[src/rtl/core/csq_pkg.sv]
package csq_pkg;

  localparam int ELAPSED_WIDTH = 16;
  localparam int LIMIT_W       = 8;
  localparam int PERIOD_W      = 16;
  // integrator holds -limit..+limit, one bit more than the limit plus sign
  localparam int CNT_W         = LIMIT_W + 1;
  localparam int CMP_W         = (PERIOD_W > ELAPSED_WIDTH) ? PERIOD_W : ELAPSED_WIDTH;

  localparam int APB_DATA_W    = 32;
  localparam int APB_ADDR_W    = 3;

  typedef enum logic {
    REG_LIMIT  = 1'b0,
    REG_PERIOD = 1'b1
  } csq_reg_t;

  localparam logic [LIMIT_W-1:0]  LIMIT_RST  = LIMIT_W'(150);
  localparam logic [PERIOD_W-1:0] PERIOD_RST = PERIOD_W'(500);

endpackage

[src/rtl/core/csq_in_if.sv]
interface csq_in_if import csq_pkg::*; ();
  logic                     valid;
  logic                     ready;
  logic                     power_present;
  logic                     charging_active;
  logic                     full_active;
  logic [ELAPSED_WIDTH-1:0] elapsed_ms;

  modport source (output valid, output power_present, output charging_active,
                  output full_active, output elapsed_ms, input ready);
  modport sink (input valid, input power_present, input charging_active,
                input full_active, input elapsed_ms, output ready);
endinterface

[src/rtl/core/csq_out_if.sv]
interface csq_out_if;
  logic valid;
  logic ready;
  logic power_status;
  logic charging_status;
  logic full_status;
  logic connect_event;
  logic remove_event;
  logic full_event;

  modport source (output valid, output power_status, output charging_status,
                  output full_status, output connect_event, output remove_event,
                  output full_event, input ready);
  modport sink (input valid, input power_status, input charging_status,
                input full_status, input connect_event, input remove_event,
                input full_event, output ready);
endinterface

[src/rtl/core/charger_status_qualifier.sv]
// Charger status qualifier. Each input beat is one tick: the power, charging
// and full pin levels plus the milliseconds since the last tick. Every tick
// yields exactly one result beat with the qualified power, charging and full
// status bits and the connect, remove and full event pulses. A tick is taken
// every clock cycle while the result side keeps up. A tick passes through the
// input register, then the state update into the result register, from which
// its result beat is driven. A stalled result beat holds the state, so the
// input takes one more tick and then stalls until it drains. The user is to
// write the registers at byte 0 (integrator limit) and byte 4 (decision period
// in ms) over APB only while no tick is in flight; the block does not enforce it.
module charger_status_qualifier import csq_pkg::*; (
  input  logic                  clk,
  input  logic                  rst_n,
  csq_in_if.sink                in_ch,
  csq_out_if.source             out_ch,
  input  logic                  psel,
  input  logic                  penable,
  input  logic                  pwrite,
  input  logic [APB_ADDR_W-1:0] paddr,
  input  logic [APB_DATA_W-1:0] pwdata,
  output logic [APB_DATA_W-1:0] prdata,
  output logic                  pready
);

  function automatic logic signed [CNT_W-1:0] integrate(
    input logic signed [CNT_W-1:0] acc,
    input logic                    up,
    input logic [LIMIT_W-1:0]      lim
  );
    logic signed [CNT_W:0] step;
    logic signed [CNT_W:0] sum;
    logic signed [CNT_W:0] hi;
    logic signed [CNT_W:0] lo;
    logic signed [CNT_W:0] res;
    step = up ? (CNT_W+1)'(1) : {(CNT_W+1){1'b1}};
    sum  = $signed({acc[CNT_W-1], acc}) + step;
    hi   = $signed({2'b00, lim});
    lo   = -hi;
    if (sum > hi) res = hi;
    else if (sum < lo) res = lo;
    else res = sum;
    return res[CNT_W-1:0];
  endfunction

  // configuration
  logic [LIMIT_W-1:0]  limit_r;
  logic [PERIOD_W-1:0] period_r;
  logic                cfg_wr;

  assign pready = 1'b1;
  assign cfg_wr = psel && penable && pwrite;

  always_ff @(posedge clk) begin
    if (!rst_n) begin
      limit_r  <= LIMIT_RST;
      period_r <= PERIOD_RST;
    end else if (cfg_wr) begin
      case (csq_reg_t'(paddr[2]))
        REG_LIMIT:  limit_r  <= pwdata[LIMIT_W-1:0];
        REG_PERIOD: period_r <= pwdata[PERIOD_W-1:0];
        default:    ;
      endcase
    end
  end

  always_comb begin
    case (csq_reg_t'(paddr[2]))
      REG_LIMIT:  prdata = APB_DATA_W'(limit_r);
      REG_PERIOD: prdata = APB_DATA_W'(period_r);
      default:    prdata = '0;
    endcase
  end

  // input register
  logic                     s1_v_r;
  logic                     s1_pwr_r;
  logic                     s1_chg_r;
  logic                     s1_ful_r;
  logic [ELAPSED_WIDTH-1:0] s1_dt_r;
  logic                     s1_adv;
  logic                     take;
  logic                     out_v_r;

  assign s1_adv      = s1_v_r && (!out_v_r || out_ch.ready);
  assign in_ch.ready = !s1_v_r || s1_adv;
  assign take        = in_ch.valid && in_ch.ready;

  always_ff @(posedge clk) begin
    if (!rst_n) begin
      s1_v_r <= 1'b0;
    end else if (take) begin
      s1_v_r <= 1'b1;
    end else if (s1_adv) begin
      s1_v_r <= 1'b0;
    end
  end

  always_ff @(posedge clk) begin
    if (take) begin
      s1_pwr_r <= in_ch.power_present;
      s1_chg_r <= in_ch.charging_active;
      s1_ful_r <= in_ch.full_active;
      s1_dt_r  <= in_ch.elapsed_ms;
    end
  end

  // qualifier state
  logic                    power_seen_r, power_seen_nxt;
  logic                    connected_r, connected_nxt;
  logic                    full_latched_r, full_latched_nxt;
  logic signed [CNT_W-1:0] chg_cnt_r, chg_cnt_nxt;
  logic signed [CNT_W-1:0] ful_cnt_r, ful_cnt_nxt;
  logic [PERIOD_W-1:0]     chg_cd_r, chg_cd_nxt;
  logic [PERIOD_W-1:0]     ful_cd_r, ful_cd_nxt;
  logic                    chg_bit_r, chg_bit_nxt;
  logic                    ful_bit_r, ful_bit_nxt;
  logic                    ev_conn, ev_rem, ev_full;
  logic                    chg_exp, ful_exp;

  always_comb begin
    power_seen_nxt   = power_seen_r;
    connected_nxt    = connected_r;
    full_latched_nxt = full_latched_r;
    ev_conn          = 1'b0;
    ev_rem           = 1'b0;
    ev_full          = 1'b0;

    if (s1_pwr_r != power_seen_r) begin
      power_seen_nxt = s1_pwr_r;
      if (s1_pwr_r) begin
        if (!connected_r) begin
          connected_nxt = 1'b1;
          ev_conn       = 1'b1;
        end
      end else begin
        ev_rem           = connected_r;
        connected_nxt    = 1'b0;
        full_latched_nxt = 1'b0;
      end
    end

    // countdown expires once it would reach zero or below
    chg_cnt_nxt = integrate(chg_cnt_r, s1_chg_r, limit_r);
    chg_exp     = CMP_W'(chg_cd_r) <= CMP_W'(s1_dt_r);
    chg_cd_nxt  = chg_exp ? period_r : chg_cd_r - PERIOD_W'(s1_dt_r);
    chg_bit_nxt = chg_exp ? (chg_cnt_nxt > 0) : chg_bit_r;

    ful_cnt_nxt = integrate(ful_cnt_r, s1_ful_r, limit_r);
    ful_exp     = CMP_W'(ful_cd_r) <= CMP_W'(s1_dt_r);
    ful_cd_nxt  = ful_exp ? period_r : ful_cd_r - PERIOD_W'(s1_dt_r);
    ful_bit_nxt = ful_exp ? (ful_cnt_nxt > 0) : ful_bit_r;

    if (ful_exp && ful_bit_nxt && !full_latched_nxt) begin
      full_latched_nxt = 1'b1;
      ev_full          = 1'b1;
    end
  end

  always_ff @(posedge clk) begin
    if (!rst_n) begin
      power_seen_r   <= 1'b0;
      connected_r    <= 1'b0;
      full_latched_r <= 1'b0;
      chg_cnt_r      <= '0;
      ful_cnt_r      <= '0;
      chg_cd_r       <= '0;
      ful_cd_r       <= '0;
      chg_bit_r      <= 1'b0;
      ful_bit_r      <= 1'b0;
    end else if (s1_adv) begin
      power_seen_r   <= power_seen_nxt;
      connected_r    <= connected_nxt;
      full_latched_r <= full_latched_nxt;
      chg_cnt_r      <= chg_cnt_nxt;
      ful_cnt_r      <= ful_cnt_nxt;
      chg_cd_r       <= chg_cd_nxt;
      ful_cd_r       <= ful_cd_nxt;
      chg_bit_r      <= chg_bit_nxt;
      ful_bit_r      <= ful_bit_nxt;
    end
  end

  // result register
  logic out_pwr_r, out_chg_r, out_ful_r, out_conn_r, out_rem_r, out_fev_r;

  always_ff @(posedge clk) begin
    if (!rst_n) begin
      out_v_r <= 1'b0;
    end else if (s1_adv) begin
      out_v_r <= 1'b1;
    end else if (out_ch.ready) begin
      out_v_r <= 1'b0;
    end
  end

  always_ff @(posedge clk) begin
    if (s1_adv) begin
      out_pwr_r  <= power_seen_nxt;
      out_chg_r  <= chg_bit_nxt;
      out_ful_r  <= ful_bit_nxt;
      out_conn_r <= ev_conn;
      out_rem_r  <= ev_rem;
      out_fev_r  <= ev_full;
    end
  end

  assign out_ch.valid           = out_v_r;
  assign out_ch.power_status    = out_pwr_r;
  assign out_ch.charging_status = out_chg_r;
  assign out_ch.full_status     = out_ful_r;
  assign out_ch.connect_event   = out_conn_r;
  assign out_ch.remove_event    = out_rem_r;
  assign out_ch.full_event      = out_fev_r;

`ifndef NO_ASSERTIONS
  a_conn_rem_excl: assert property (@(posedge clk) disable iff (!rst_n)
    out_v_r |-> !(out_conn_r && out_rem_r))
    else $error("connect and remove in the same beat");

  a_conn_power: assert property (@(posedge clk) disable iff (!rst_n)
    (out_v_r && out_conn_r) |-> out_pwr_r)
    else $error("connect event without power");

  a_rem_power: assert property (@(posedge clk) disable iff (!rst_n)
    (out_v_r && out_rem_r) |-> !out_pwr_r)
    else $error("remove event with power still present");

  a_full_event_bit: assert property (@(posedge clk) disable iff (!rst_n)
    (out_v_r && out_fev_r) |-> (out_ful_r && full_latched_r))
    else $error("full event without full decision and latch");
`endif

endmodule

[src/flat_wrapper.sv]
// flat-port wrapper written by rule: the top's interface ports become plain ports
module charger_status_qualifier_flat import csq_pkg::*;
  (clk, rst_n, psel, penable, pwrite, paddr, pwdata, prdata, pready, in_ch_valid, in_ch_power_present, in_ch_charging_active, in_ch_full_active, in_ch_elapsed_ms, in_ch_ready, out_ch_valid, out_ch_power_status, out_ch_charging_status, out_ch_full_status, out_ch_connect_event, out_ch_remove_event, out_ch_full_event, out_ch_ready);
  csq_in_if in_ch_i ();
  csq_out_if out_ch_i ();
  input  logic clk;
  input  logic rst_n;
  input  logic psel;
  input  logic penable;
  input  logic pwrite;
  input  logic [APB_ADDR_W-1:0] paddr;
  input  logic [APB_DATA_W-1:0] pwdata;
  output logic [APB_DATA_W-1:0] prdata;
  output logic pready;
  input wire logic [$bits(in_ch_i.valid)-1:0] in_ch_valid;
  input wire logic [$bits(in_ch_i.power_present)-1:0] in_ch_power_present;
  input wire logic [$bits(in_ch_i.charging_active)-1:0] in_ch_charging_active;
  input wire logic [$bits(in_ch_i.full_active)-1:0] in_ch_full_active;
  input wire logic [$bits(in_ch_i.elapsed_ms)-1:0] in_ch_elapsed_ms;
  output wire logic [$bits(in_ch_i.ready)-1:0] in_ch_ready;
  output wire logic [$bits(out_ch_i.valid)-1:0] out_ch_valid;
  output wire logic [$bits(out_ch_i.power_status)-1:0] out_ch_power_status;
  output wire logic [$bits(out_ch_i.charging_status)-1:0] out_ch_charging_status;
  output wire logic [$bits(out_ch_i.full_status)-1:0] out_ch_full_status;
  output wire logic [$bits(out_ch_i.connect_event)-1:0] out_ch_connect_event;
  output wire logic [$bits(out_ch_i.remove_event)-1:0] out_ch_remove_event;
  output wire logic [$bits(out_ch_i.full_event)-1:0] out_ch_full_event;
  input wire logic [$bits(out_ch_i.ready)-1:0] out_ch_ready;
  assign in_ch_i.valid = in_ch_valid;
  assign in_ch_i.power_present = in_ch_power_present;
  assign in_ch_i.charging_active = in_ch_charging_active;
  assign in_ch_i.full_active = in_ch_full_active;
  assign in_ch_i.elapsed_ms = in_ch_elapsed_ms;
  assign in_ch_ready = in_ch_i.ready;
  assign out_ch_valid = out_ch_i.valid;
  assign out_ch_power_status = out_ch_i.power_status;
  assign out_ch_charging_status = out_ch_i.charging_status;
  assign out_ch_full_status = out_ch_i.full_status;
  assign out_ch_connect_event = out_ch_i.connect_event;
  assign out_ch_remove_event = out_ch_i.remove_event;
  assign out_ch_full_event = out_ch_i.full_event;
  assign out_ch_i.ready = out_ch_ready;
  charger_status_qualifier u_core (.clk(clk), .rst_n(rst_n), .in_ch(in_ch_i), .out_ch(out_ch_i), .psel(psel), .penable(penable), .pwrite(pwrite), .paddr(paddr), .pwdata(pwdata), .prdata(prdata), .pready(pready));
endmodule
[config.mk]
export PLATFORM = sky130hd
export DESIGN_NAME = charger_status_qualifier_flat
export DESIGN_NICKNAME = d
export VERILOG_FILES = /design/src/rtl/core/csq_pkg.sv /design/src/rtl/core/csq_in_if.sv /design/src/rtl/core/csq_out_if.sv /design/src/rtl/core/charger_status_qualifier.sv /design/src/flat_wrapper.sv
export SDC_FILE = /design/constraint.sdc
export NUM_CORES = 1
export LEC_CHECK = 0
export BUFFER_PORTS_ARGS = -buffer_cell sky130_fd_sc_hd__clkbuf_2
export CAP_MARGIN = 25
export CORE_MARGIN = 5
export CORE_UTILIZATION = 41
export DETAILED_ROUTE_END_ITERATION = 12
export PLACE_DENSITY_LB_ADDON = 0.1
export SYNTH_ARGS = -nofsm -noshare
export SYNTH_HDL_FRONTEND = slang
export SYNTH_SLANG_ARGS = --single-unit
[constraint.sdc]
create_clock -name clk -period 4.7 [get_ports clk]
set_clock_uncertainty 0.05 [all_clocks]
set_input_delay 0.235 -clock clk [delete_from_list [all_inputs] [get_ports clk]]
set_output_delay 0.235 -clock clk [all_outputs]
set_load 0.02 [all_outputs]
==> impl_metrics.yaml <==
run_status:
  outcome: "complete, no violations"
clocking:
  root_buffer: "clkbuf_16"
  htreeDepth: 3
  cts_tree: "yes"
  cts_made_buffers: 9
  clk_latency_ps: 360
  clock-sinks: 106
  path_clk_slew_ps: 70
  clock_path_buffers: 2
  postCtsSetupRepairBufs: 0
synthesis:
  synth_top_area_share_pct: 20.5
  synth-edff-count: 25
  synth_fa_ha_area_share_pct: 14.6
  synth_cell_type_count: 70
  ys_seq_area_share_pct: 30.0
  synth_area_leader_cell: "dfxtp_1"
  netlist_instances: 961
  synthArstFlopShare_pct: 0
  ys_warn_count: 0
  syn_area_per_cell_um2: 8.22
  synth-compound-area-share_pct: 23.7
  synth_mux_area_share_pct: 3.11
  syn_area_mm2: 0.00790
  synth_top_family_by_area: "compound AO/OA/AOI/OAI gates"
  synth_xor_area_share_pct: 4.44
  synth_seq_cells: 106
  yosys.area_share.simple_pct: 17.9
  synth.area.top_cells: "dfxtp_1 21%, ha_1 14%, edfxtp_1 9.5%, a21oi_1 6.0%, nand2_1 4.7%"
  synth_flop_cell: "dfxtp_1"
place:
  place_ws_ps: 121
  place_area_mm2: 0.00848
  gp_congestion: 0.842
  io_buffers: 66
  hpwl_um: 16400
  dp.cells: 1265
cells_and_area:
  fillers: 1915
  final_util_pct: 47.7
  postLayoutCellArea_mm2: 0.00898
  post_route_cells_drive_above_1_share_pct: 12.1
  syn_to_final_growth_pct: 13.8
  final_common_cell: "nand2_1"
  layout.nets: 1187
  antenna_cells: 0
  finalNonFillerCells: 1301
  final_cell_mix: "99 x nand2_1, 95 x a21oi_1, 87 x nor2_1, 86 x ha_1, 81 x dfxtp_1"
routing:
  drc: 0
  drtPass1Iterations: 5
  vias: 6971
  post_drt_wl_per_cell_um: 16.6
  initialDrtViolationCount: 396
  ant_nets: 0
  vias_per_cell: 5.36
  wl_um: 21600
worst_setup_path:
  worst_path_max_delay_cell: "edfxtp_1"
  r2r_end: "u_core.out_ch.charging_status"
  arrival_ps: 4450
  critPathCaptureType: "register"
  r2r_setup_slack_ps: 290
  cp_cell_sequence: "inv_2, ha_1, and3_1, a221o_1, o21ai_0, xnor2_1, ha_1, a2111oi_1, o211ai_1, a32o_1, o21bai_4, a21boi_0, o22ai_1, nor4_2, o31ai_1"
  cp-start-kind: "register"
  max_stage_delay_ps: 430
  cp_data_required_time_ps: 4740
  critical_path_class: "reg -> reg"
  worst-path-max-fanout: 8
  cp_common_cell: "ha_1"
  reg2regPathDepth: 15
  crit_family: "compound AO/OA/AOI/OAI gates"
  rr_startpoint: "u_core.s1_chg_r"
  crit_buf_inv: 1
  cp-startpoint: "u_core.s1_chg_r"
floorplan:
  die-width_um: 149
  ios: 102
  die_y_um: 149
  fp.dieArea_mm2: 0.0221
  rows: 50
  core_mm2: 0.0188
  start_util_pct: 41.9
grt:
  grt_max_degree: 54
  grt_antenna_before_repair: 0
  grt_pass1_wl_um: 34200
  grt_overflow: 0
  grt_pass1_vias: 6444
  track_usage_pct: 19.3
job:
  cap_violations: 0
sta:
  fin_crit_sh_pct: 93.8
  hold_ws_ps: 19.5
  min_period_ps: 4410
  max-slew-margin-rel_pct: 40.1
  finalHoldViolations: 0
  finalSetupTns_ps: 0
  timing.fmax_mhz: 227
  tightest_slew_ps: 896
  drv_slew: 0
  fin_ws_ps: 291
  setup_viol: 0
worst_hold_path:
  whs_path_depth: 1
  min-delay-start: "in_ch_elapsed_ms[0]"
  min_to: "u_core.s1_dt_r[0]"
  hp-class: "in -> reg"
power:
  power_mw: 3.00
  ir_drop_mv: 0.192
  power_density_mw_per_mm2: 333
  leakagePower_nw: 3.88
worst register-to-register path, stage by stage, from the launching register on:
cell,delay [ps]
edfxtp_1,430
inv_2,150
ha_1,300
and3_1,200
a221o_1,350
o21ai_0,210
xnor2_1,250
ha_1,340
a2111oi_1,400
o211ai_1,160
a32o_1,280
o21bai_4,230
a21boi_0,200
o22ai_1,120
nor4_2,350
o31ai_1,120
cell type report:
class	instances	area, um2	share of cell area [%]
inverters	51	191	2.13
clock inverters	6	55.1	0.613
well taps	260	325	3.62
flip-flops and latches	106	2370	26.4
repair buffers	103	686	7.63
clock buffers	10	229	2.55
multi-input cells	765	5120	57.0
power by group:
part | switching (mW) | internal (mW) | total (mW)
logic | 0.697 | 0.511 | 1.21
clock network | 0.365 | 0.373 | 0.737
registers | 0.0457 | 1.00 | 1.05
total | 1.11 | 1.89 | 3.00
worst max path at each step:
| stage | endpoint | slack [ps] | depth (start not counted) |
|---|---|---|---|
| 6_report | u_core.out_ch.charging_status | 290 | 15 |
| 5_1_grt | u_core.out_ch.charging_status | -20 | 15 |
| 4_1_cts | u_core.out_ch.charging_status | 120 | 15 |
| 3_5_place_dp | u_core.out_ch.charging_status | 120 | 15 |
| 3_3_place_gp | u_core.out_ch.charging_status | 230 | 15 |
| 2_1_floorplan | u_core.out_ch.charging_status | 680 | 15 |
sequential cells by signal, summed over array words and instances (netlist names), 8 cells and up:
signal	count
u_core.chg_cd_r	16
u_core.chg_cnt_r	9
u_core.ful_cd_r	16
u_core.ful_cnt_r	9
u_core.limit_r	8
u_core.period_r	16
u_core.s1_dt_r	16
cells in the mapped netlist, types with 4 or more instances:
master and count:
xnor2_1 28, nand4_1 8, and2_1 17, o21a_1 16
nor3_1 12, clkbuf_1 30, inv_1 49, nor2_1 88
ha_1 86, o31a_1 5, nand2b_1 17, a211oi_1 28
mux2i_1 20, nand2_1 99, a21o_1 15, o21ai_0 58
mux2_2 4, a21oi_1 95, or2_2 4, or3_1 9
and3_1 5, nand3_1 20, dfxtp_1 81, fa_1 4
edfxtp_1 25, nor2b_1 16, xor2_1 12, o31ai_1 7
buf_4 18, o211ai_1 26
cells by family after synthesis:
family                     Yosys count
buffers and inverters              105
xor gates and xnor gates            40
and+or+nand+nor                    304
AOI/OAI and AO/OA                  290
adders and majority gates           90
DFF                                106
muxes                               24
other                                2
metal layers:
metal / share of wire (%) / GRT usage [%] / up-vias
li1: - / - / 3577
met1: 52 / 29.0 / 3195
met2: 42 / 29.0 / 178
met3: 4.8 / 3.07 / 21
met4: 1.5 / 4.53 / 0
met5: 0 / 0 / -
what timing repair did:
action | 4_1_cts | 5_1_grt
setup endpoints to repair | 0 | 5
hold buffers | 17 | 1
resized for setup | 0 | 4
endpoints found under the hold margin | 17 | 1
No activity file was read; power rests on OpenSTA's default activity.
